--- config.mk ---
export PLATFORM = sky130hd
export DESIGN_NAME = alarm_indicator_led_breath_blink_unit
export DESIGN_NICKNAME = d
export VERILOG_FILES = /design/src/hdl/ailb_pkg.sv /design/src/hdl/ailb_div.sv /design/src/hdl/alarm_indicator_led_breath_blink_unit.sv
export SDC_FILE = /design/constraint.sdc
export NUM_CORES = 1
export LEC_CHECK = 0
export ABC_CLOCK_PERIOD_IN_PS = 7600
export BUFFER_PORTS_ARGS = -buffer_cell sky130_fd_sc_hd__clkbuf_2
export CAP_MARGIN = 20
export CORE_MARGIN = 1.5
export CORE_UTILIZATION = 50
export DETAILED_ROUTE_END_ITERATION = 8
export PLACE_DENSITY = 0.66
export SLEW_MARGIN = 40
export SYNTH_ARGS = -nofsm -noshare
export SYNTH_HDL_FRONTEND = slang
export SYNTH_SLANG_ARGS = --single-unit
--- constraint.sdc ---
create_clock -name clk -period 7.6 [get_ports clk]
set_input_delay 0.38 -clock clk [delete_from_list [all_inputs] [get_ports clk]]
set_output_delay 0.38 -clock clk [all_outputs]
set_load 0.005 [all_outputs]
--- src/hdl/ailb_pkg.sv ---
// Package: types, codes and constants of the alarm indicator LED unit.
package ailb_pkg;

    // event codes
    localparam logic [1:0] MODE_TICK   = 2'd0;
    localparam logic [1:0] MODE_ALARM  = 2'd1;
    localparam logic [1:0] MODE_LOWBAT = 2'd2;

    // LED modes
    localparam logic [1:0] LED_OFF    = 2'd0;
    localparam logic [1:0] LED_BREATH = 2'd1;
    localparam logic [1:0] LED_FAST   = 2'd2;
    localparam logic [1:0] LED_SOLID  = 2'd3;

    // alarm states
    localparam logic [2:0] AL_IDLE      = 3'd0;
    localparam logic [2:0] AL_CONFIRM   = 3'd1;
    localparam logic [2:0] AL_PENDING   = 3'd2;
    localparam logic [2:0] AL_CALLING   = 3'd3;
    localparam logic [2:0] AL_STOPPING  = 3'd4;
    localparam logic [2:0] AL_CONNECTED = 3'd5;
    localparam logic [2:0] AL_FAILED    = 3'd6;

    // configuration register indexes
    localparam logic [1:0] CFG_TICK_MS    = 2'd0;
    localparam logic [1:0] CFG_BREATH_CYC = 2'd1;
    localparam logic [1:0] CFG_FAST_HALF  = 2'd2;
    localparam logic [1:0] CFG_PWM_PERIOD = 2'd3;

    // configuration reset values
    localparam logic [9:0]  TICK_MS_RST    = 10'd20;
    localparam logic [15:0] BREATH_CYC_RST = 16'd2000;
    localparam logic [15:0] FAST_HALF_RST  = 16'd200;
    localparam logic [15:0] PWM_PERIOD_RST = 16'd1000;

    // shared divider sizing
    localparam int DVD_W  = 32;
    localparam int DSR_W  = 16;
    localparam int STEP_W = 6;
    localparam logic [STEP_W-1:0] MOD_STEPS = 6'd17;
    localparam logic [STEP_W-1:0] DIV_STEPS = 6'd32;

    typedef struct packed {
        logic [1:0] mode;
        logic [2:0] alarm_state;
    } in_item_t;

    typedef struct packed {
        logic [15:0] led_duty;
        logic [1:0]  led_mode_now;
        logic        buzzer_on;
        logic        vibration_on;
    } out_item_t;

    typedef struct packed {
        logic              start;
        logic [STEP_W-1:0] steps;
        logic [DVD_W-1:0]  dividend;
        logic [DSR_W-1:0]  divisor;
    } div_req_t;

    typedef struct packed {
        logic             done;
        logic [DVD_W-1:0] quot;
        logic [DSR_W-1:0] rem;
    } div_rsp_t;

endpackage

--- src/hdl/ailb_div.sv ---
// Shared restoring divider: one compare-subtract step per cycle.
module ailb_div
(
    input  logic              clk,
    input  logic              rst_n,
    input  ailb_pkg::div_req_t req,
    output ailb_pkg::div_rsp_t rsp
);

    logic [ailb_pkg::STEP_W-1:0] cnt_reg;
    logic                        done_reg;
    logic [ailb_pkg::DVD_W-1:0]  dvd_reg;
    logic [ailb_pkg::DSR_W-1:0]  dsr_reg;
    logic [ailb_pkg::DSR_W-1:0]  rem_reg;

    logic [ailb_pkg::DSR_W:0]    rem_sh;
    logic [ailb_pkg::DSR_W:0]    rem_diff;
    logic                        ge;

    // one restoring step: shift in the next dividend bit, subtract if it fits
    always_comb
    begin
        rem_sh   = {rem_reg, dvd_reg[ailb_pkg::DVD_W-1]};
        ge       = rem_sh >= {1'b0, dsr_reg};
        rem_diff = rem_sh - {1'b0, dsr_reg};
    end

    // step counter and done pulse
    always_ff @(posedge clk or negedge rst_n)
    begin
        if (!rst_n)
        begin
            cnt_reg  <= '0;
            done_reg <= 1'b0;
        end
        else
        begin
            done_reg <= 1'b0;
            if (req.start)
            begin
                cnt_reg <= req.steps;
            end
            else if (cnt_reg != '0)
            begin
                cnt_reg <= cnt_reg - 1'b1;
                if (cnt_reg == ailb_pkg::STEP_W'(1))
                begin
                    done_reg <= 1'b1;
                end
            end
        end
    end

    // datapath registers
    always_ff @(posedge clk)
    begin
        if (req.start)
        begin
            dvd_reg <= req.dividend;
            dsr_reg <= req.divisor;
            rem_reg <= '0;
        end
        else if (cnt_reg != '0)
        begin
            dvd_reg <= {dvd_reg[ailb_pkg::DVD_W-2:0], ge};
            rem_reg <= ge ? rem_diff[ailb_pkg::DSR_W-1:0] : rem_sh[ailb_pkg::DSR_W-1:0];
        end
    end

    assign rsp.done = done_reg;
    assign rsp.quot = dvd_reg;
    assign rsp.rem  = rem_reg;

endmodule

--- src/hdl/alarm_indicator_led_breath_blink_unit.sv ---
// Top level of the alarm indicator LED, buzzer and vibration driver.
// One event is taken at a time. A tick in breathing mode with a cycle of
// two or more runs the phase wrap on the shared divider (17 steps), the
// ramp multiply and the duty division on the divider (32 steps), then
// hands the result to the output register and returns to idle, where the
// unit can take the next event. Every other event goes straight to the
// hand-over. The shared divider does one compare-subtract per cycle; a
// result still held by a stalled receiver holds the hand-over back.
// Each event yields exactly one result beat showing the state after it; the
// output register lets the result wait while the next event is taken.
module alarm_indicator_led_breath_blink_unit
#(
    parameter int DUTY_BITS = 16
)
(
    input  logic                clk,
    input  logic                rst_n,
    input  logic                in_valid,
    output logic                in_stall,
    input  ailb_pkg::in_item_t  in_data,
    output logic                out_valid,
    input  logic                out_stall,
    output ailb_pkg::out_item_t out_data,
    input  logic                cfg_we,
    input  logic [1:0]          cfg_index,
    input  logic [15:0]         cfg_data
);

    // duty saturation limit from the PWM counter width
    localparam logic [15:0] DutyLim = (DUTY_BITS >= 16) ? 16'hFFFF :
                                      16'((64'd1 << DUTY_BITS) - 64'd1);

    typedef enum logic [4:0]
    {
        S_IDLE = 5'b00001,
        S_MOD  = 5'b00010,
        S_MUL  = 5'b00100,
        S_DIV  = 5'b01000,
        S_DONE = 5'b10000
    } state_t;

    function automatic logic [15:0] sat_duty(input logic [15:0] d);
        sat_duty = (d > DutyLim) ? DutyLim : d;
    endfunction

    state_t state_reg, state_next;

    logic [9:0]  tick_ms_reg;
    logic [15:0] breath_cyc_reg;
    logic [15:0] fast_half_reg;
    logic [15:0] pwm_period_reg;

    logic [1:0]  led_mode_reg, led_mode_next;
    logic [16:0] elapsed_reg, elapsed_next;
    logic        phase_reg, phase_next;
    logic [15:0] duty_reg, duty_next;
    logic        buzzer_reg, buzzer_next;
    logic        vibration_reg, vibration_next;
    logic [15:0] ramp_reg, ramp_next;

    logic                out_valid_reg, out_valid_next;
    ailb_pkg::out_item_t out_data_reg, out_data_next;

    ailb_pkg::div_req_t div_req;
    ailb_pkg::div_rsp_t div_rsp;

    logic        in_take;
    logic        slot_free;
    logic [17:0] tick_sum;
    logic [15:0] half_cyc;

    assign in_stall  = (state_reg != S_IDLE);
    assign in_take   = in_valid && !in_stall;
    assign slot_free = !out_valid_reg || !out_stall;
    assign out_valid = out_valid_reg;
    assign out_data  = out_data_reg;

    assign tick_sum = {1'b0, elapsed_reg} + {8'd0, tick_ms_reg};
    assign half_cyc = {1'b0, breath_cyc_reg[15:1]};

    ailb_div u_div
    (
        .clk   (clk),
        .rst_n (rst_n),
        .req   (div_req),
        .rsp   (div_rsp)
    );

    // sequencer and next-state logic
    always_comb
    begin
        state_next     = state_reg;
        led_mode_next  = led_mode_reg;
        elapsed_next   = elapsed_reg;
        phase_next     = phase_reg;
        duty_next      = duty_reg;
        buzzer_next    = buzzer_reg;
        vibration_next = vibration_reg;
        ramp_next      = ramp_reg;
        out_valid_next = out_valid_reg && out_stall;
        out_data_next  = out_data_reg;

        div_req          = '0;
        div_req.steps    = ailb_pkg::MOD_STEPS;
        div_req.dividend = {tick_sum[16:0], 15'd0};
        div_req.divisor  = breath_cyc_reg;

        case (state_reg)
            S_IDLE:
            begin
                if (in_take)
                begin
                    state_next = S_DONE;
                    case (in_data.mode)
                        ailb_pkg::MODE_TICK:
                        begin
                            if (led_mode_reg == ailb_pkg::LED_BREATH)
                            begin
                                if (breath_cyc_reg < 16'd2)
                                begin
                                    elapsed_next = '0;
                                    duty_next    = '0;
                                end
                                else
                                begin
                                    // wrap the phase on the shared divider
                                    div_req.start = 1'b1;
                                    state_next    = S_MOD;
                                end
                            end
                            else if (led_mode_reg == ailb_pkg::LED_FAST)
                            begin
                                if (tick_sum[16:0] >= {1'b0, fast_half_reg})
                                begin
                                    elapsed_next = '0;
                                    phase_next   = !phase_reg;
                                    duty_next    = !phase_reg ? sat_duty(pwm_period_reg) : '0;
                                end
                                else
                                begin
                                    elapsed_next = tick_sum[16:0];
                                end
                            end
                        end
                        ailb_pkg::MODE_ALARM:
                        begin
                            case (in_data.alarm_state)
                                ailb_pkg::AL_IDLE:
                                begin
                                    led_mode_next  = ailb_pkg::LED_BREATH;
                                    elapsed_next   = '0;
                                    phase_next     = 1'b1;
                                    duty_next      = '0;
                                    buzzer_next    = 1'b0;
                                    vibration_next = 1'b0;
                                end
                                ailb_pkg::AL_PENDING,
                                ailb_pkg::AL_CALLING,
                                ailb_pkg::AL_STOPPING:
                                begin
                                    led_mode_next = ailb_pkg::LED_FAST;
                                    elapsed_next  = '0;
                                    phase_next    = 1'b1;
                                    duty_next     = sat_duty(pwm_period_reg);
                                    buzzer_next   = 1'b1;
                                end
                                ailb_pkg::AL_CONNECTED:
                                begin
                                    led_mode_next  = ailb_pkg::LED_SOLID;
                                    elapsed_next   = '0;
                                    duty_next      = sat_duty(pwm_period_reg);
                                    buzzer_next    = 1'b0;
                                    vibration_next = 1'b1;
                                end
                                ailb_pkg::AL_FAILED:
                                begin
                                    led_mode_next  = ailb_pkg::LED_OFF;
                                    elapsed_next   = '0;
                                    duty_next      = '0;
                                    buzzer_next    = 1'b1;
                                    vibration_next = 1'b0;
                                end
                                default:
                                begin
                                    // confirm and the unused code leave all as is
                                    led_mode_next = led_mode_reg;
                                end
                            endcase
                        end
                        ailb_pkg::MODE_LOWBAT:
                        begin
                            buzzer_next = 1'b1;
                        end
                        default:
                        begin
                            led_mode_next = led_mode_reg;
                        end
                    endcase
                end
            end

            S_MOD:
            begin
                // remainder is the new phase; fold it into the triangle ramp
                if (div_rsp.done)
                begin
                    elapsed_next = {1'b0, div_rsp.rem};
                    ramp_next    = (div_rsp.rem < half_cyc) ? div_rsp.rem :
                                   (breath_cyc_reg - div_rsp.rem);
                    state_next   = S_MUL;
                end
            end

            S_MUL:
            begin
                // ramp * period into the divider, divided by the half cycle
                div_req.start    = 1'b1;
                div_req.steps    = ailb_pkg::DIV_STEPS;
                div_req.dividend = 32'(ramp_reg) * 32'(pwm_period_reg);
                div_req.divisor  = half_cyc;
                state_next       = S_DIV;
            end

            S_DIV:
            begin
                if (div_rsp.done)
                begin
                    if (div_rsp.quot > {16'd0, pwm_period_reg})
                    begin
                        duty_next = sat_duty(pwm_period_reg);
                    end
                    else
                    begin
                        duty_next = sat_duty(div_rsp.quot[15:0]);
                    end
                    state_next = S_DONE;
                end
            end

            S_DONE:
            begin
                // hand the result beat to the output register
                if (slot_free)
                begin
                    out_valid_next             = 1'b1;
                    out_data_next.led_duty     = duty_reg;
                    out_data_next.led_mode_now = led_mode_reg;
                    out_data_next.buzzer_on    = buzzer_reg;
                    out_data_next.vibration_on = vibration_reg;
                    state_next                 = S_IDLE;
                end
            end

            default:
            begin
                state_next = S_IDLE;
            end
        endcase
    end

    // control and LED state registers
    always_ff @(posedge clk or negedge rst_n)
    begin
        if (!rst_n)
        begin
            state_reg     <= S_IDLE;
            led_mode_reg  <= ailb_pkg::LED_OFF;
            elapsed_reg   <= '0;
            phase_reg     <= 1'b0;
            duty_reg      <= '0;
            buzzer_reg    <= 1'b0;
            vibration_reg <= 1'b0;
            out_valid_reg <= 1'b0;
        end
        else
        begin
            state_reg     <= state_next;
            led_mode_reg  <= led_mode_next;
            elapsed_reg   <= elapsed_next;
            phase_reg     <= phase_next;
            duty_reg      <= duty_next;
            buzzer_reg    <= buzzer_next;
            vibration_reg <= vibration_next;
            out_valid_reg <= out_valid_next;
        end
    end

    // payload registers
    always_ff @(posedge clk)
    begin
        ramp_reg     <= ramp_next;
        out_data_reg <= out_data_next;
    end

    // configuration registers
    always_ff @(posedge clk or negedge rst_n)
    begin
        if (!rst_n)
        begin
            tick_ms_reg    <= ailb_pkg::TICK_MS_RST;
            breath_cyc_reg <= ailb_pkg::BREATH_CYC_RST;
            fast_half_reg  <= ailb_pkg::FAST_HALF_RST;
            pwm_period_reg <= ailb_pkg::PWM_PERIOD_RST;
        end
        else if (cfg_we)
        begin
            case (cfg_index)
                ailb_pkg::CFG_TICK_MS:    tick_ms_reg    <= cfg_data[9:0];
                ailb_pkg::CFG_BREATH_CYC: breath_cyc_reg <= cfg_data;
                ailb_pkg::CFG_FAST_HALF:  fast_half_reg  <= cfg_data;
                ailb_pkg::CFG_PWM_PERIOD: pwm_period_reg <= cfg_data;
                default:                  tick_ms_reg    <= tick_ms_reg;
            endcase
        end
    end

endmodule

==> impl_metrics.py <==
metrics = {
    "status": {
        "status": "finished, final reports clean",
    },
    "route": {
        "drc": 0,
        "drt-initial-drc-count": 1225,
        "wl_per_cell_um": 20.2,
        "wl_mm": 55.7,
        "drtAntennaViolNets": 0,
        "first_pass_iters": 5,
        "vias_per_cell": 5.80,
        "vias": 15990,
    },
    "timing": {
        "rsz0062_at_grt": "false",
        "skew_ns": 0.0201,
        "min_period_ns": 7.01,
        "fin_setup_tns_ns": 0,
        "fmax_mhz": 143,
        "relSlewSlack": 0.461,
        "maxSlewViolCount": 0,
        "hold_violations": 0,
        "setup_viol": 0,
        "period_share": 0.922,
        "tightest_slew_ns": 0.809,
    },
    "worst_setup_path": {
        "crit_cells": 22,
        "critPathBufInv": 5,
        "crit_path_end_kind": "register",
        "critPathTopFamily": "adder cells",
        "critPathLaunchType": "register",
        "worst-r2r-cell-count": 22,
        "path_max_fanout": 10,
        "slowest_delay_ns": 0.55,
        "crit_arrival_ns": 7.26,
        "crit_top_cell": "fa_1",
        "crit_chain": "buf_4, and2_1, fa_1, inv_1, fa_1, inv_1, fa_1, fa_1, fa_1, inv_1, fa_1, inv_1, ha_1, a21oi_1, o221ai_1, a21oi_1, o211ai_1, a221oi_1, nand2b_1, a21oi_1, xor2_1, o221ai_1",
        "critPathKind": "reg -> reg",
        "crit_required_ns": 7.85,
        "cpMaxStageDelayCell": "edfxtp_1",
    },
    "floorplanning": {
        "die_height_um": 206,
        "coreArea_um2": 40700,
        "num_io_pins": 50,
        "die_w_um": 206,
        "rows": 74,
        "initial_core_util": 0.507,
        "die_area_um2": 42500,
    },
    "cells_and_area": {
        "fillers": 3666,
        "area_delta_synth_final_pct": 7.63,
        "num-nets-final": 2629,
        "largest_reg_flops": 32,
        "final_common_cell": "inv_1",
        "drive_gt1_frac": 0.102,
        "final_cell_mix": "inv_1 (342), nand2_1 (260), fa_1 (197)",
    },
    "yosys": {
        "ys_seq_area_frac": 0.271,
        "synth_cells": 2195,
        "ys.flop_type": "dfrtp_1",
        "avgSynthCellArea_um2": 9.40,
        "synth_edf_count": 84,
        "ys_seq_elements": 209,
        "ys.warnings.count": 0,
        "syn_area_um2": 20600,
        "synth_cell_types": 82,
        "syn_nets": 2615,
        "synthArstFlopShare": 0.522,
    },
    "global_routing": {
        "grt_pass1_wl_mm": 88.0,
        "antenna_found_initial": 0,
        "grt_usage": 0.270,
        "grt_max_degree": 57,
        "grt_pass1_vias": 16293,
        "grt-ovfl-total": 0,
    },
    "placed_design": {
        "gp_congestion": 0.914,
        "io_buffers": 49,
        "dp_hpwl_mm": 42.9,
    },
    "job": {
        "cap_violations": 0,
    },
    "min_path": {
        "hold_class": "in -> reg",
        "hold_depth": 2,
    },
    "cts": {
        "clkSinkCount": 209,
        "cts_max_path_buffers": 3,
        "tritoncts": "built",
        "clk_latency_ns": 0.53,
        "hold_buffers": 1,
        "clock-root-buffer": "clkbuf_16",
        "htreeDepth": 1,
        "cts-resized-gates": 0,
        "cts_setup_buffers": 0,
        "numCtsBuffers": 23,
        "clk_pin_slew_worst_paths_ns": 0.07,
    },
}
-- kinds of logic after synthesis --
logic type,share of synthesized area
AOI/OAI and AO/OA,0.128
muxes,0.0383
xor gates and xnor gates,0.0233
and+or+nand+nor,0.149
DFF,0.271
buffers and inverters,0.0806
adders and majority gates,0.309
-- stage by stage --
stage               setup slack, ns  area [µm²]  hold slack, ns  cells   util
floorplan                     0.792       20600          0.0844   2195      -
global placement              0.766       21400           0.434   2712  0.526
detailed placement            0.690       21400           0.434   2713  0.526
CTS                           0.684       22200          0.0481   2755  0.545
global route                  0.282       22200          0.0670   2757  0.545
finish                        0.594       22200          0.0548   2758  0.545
-- metal layers --
| layer | global-route usage | part of all wire | vias up |
|---|---|---|---|
| li1 | - | - | 7349 |
| met1 | 0.347 | 0.41 | 8003 |
| met2 | 0.461 | 0.49 | 501 |
| met3 | 0.0290 | 0.054 | 137 |
| met4 | 0.120 | 0.049 | 0 |
| met5 | 0 | 0 | - |
-- final cells by class --
cell class	instances	area, µm²	share of cell area
Clock inverter	10	93.8	0.00422
Tap cell	532	666	0.0300
Clock buffer	31	646	0.0291
Inverter	342	1280	0.0578
Multi-Input combinational cell	1553	13400	0.605
Sequential cell	209	5590	0.252
Antenna cell	1	2.50	0.000113
Timing Repair Buffer	80	487	0.0219
-- final timing paths --
kind	startpoint	to	slack (ns)
worst min-delay path	in_valid	state_reg[0]	0.05
min in group asynchronous	rst_n	duty_reg[3]	0.39
worst max-delay path	ramp_reg[3]	u_div.dvd_reg[22]	0.59
worst max register to register	ramp_reg[3]	u_div.dvd_reg[22]	0.59
max in group asynchronous	rst_n	elapsed_reg[15]	6.06
worst min register to register	duty_reg[8]	out_data[12]	0.45
-- cell usage after synthesis (all sizes together) (6+ instances only) --
cell type | number | area share
o21ai | 104 | 0.025
clkbuf | 77 | 0.014
and2 | 125 | 0.038
dfrtp | 91 | 0.11
xor2 | 27 | 0.011
a22oi | 21 | 0.0076
xnor2 | 28 | 0.012
a2111oi | 6 | 0.0025
mux2 | 63 | 0.034
inv | 342 | 0.062
o31ai | 7 | 0.0025
nand2 | 261 | 0.047
fa | 197 | 0.19
buf | 14 | 0.0044
dfstp | 18 | 0.023
o221ai | 6 | 0.0025
dfxtp | 16 | 0.016
nor2b | 15 | 0.0045
nand3b | 7 | 0.0025
o211ai | 11 | 0.0040
nand3 | 23 | 0.0056
or3 | 11 | 0.0033
mux2i | 8 | 0.0039
a21oi | 99 | 0.024
ha | 195 | 0.12
nor3 | 23 | 0.0058
and3 | 8 | 0.0024
edfxtp | 84 | 0.12
nor4 | 11 | 0.0041
o22ai | 17 | 0.0052
a21o | 24 | 0.0088
o21a | 29 | 0.011
a31oi | 9 | 0.0027
a211oi | 17 | 0.0064
o21bai | 11 | 0.0040
nor2 | 90 | 0.016
nand2b | 16 | 0.0049
nand4 | 15 | 0.0045
Power is not shown: default switching activity piles up to over one toggle a cycle in this logic, so the estimate is an artifact.
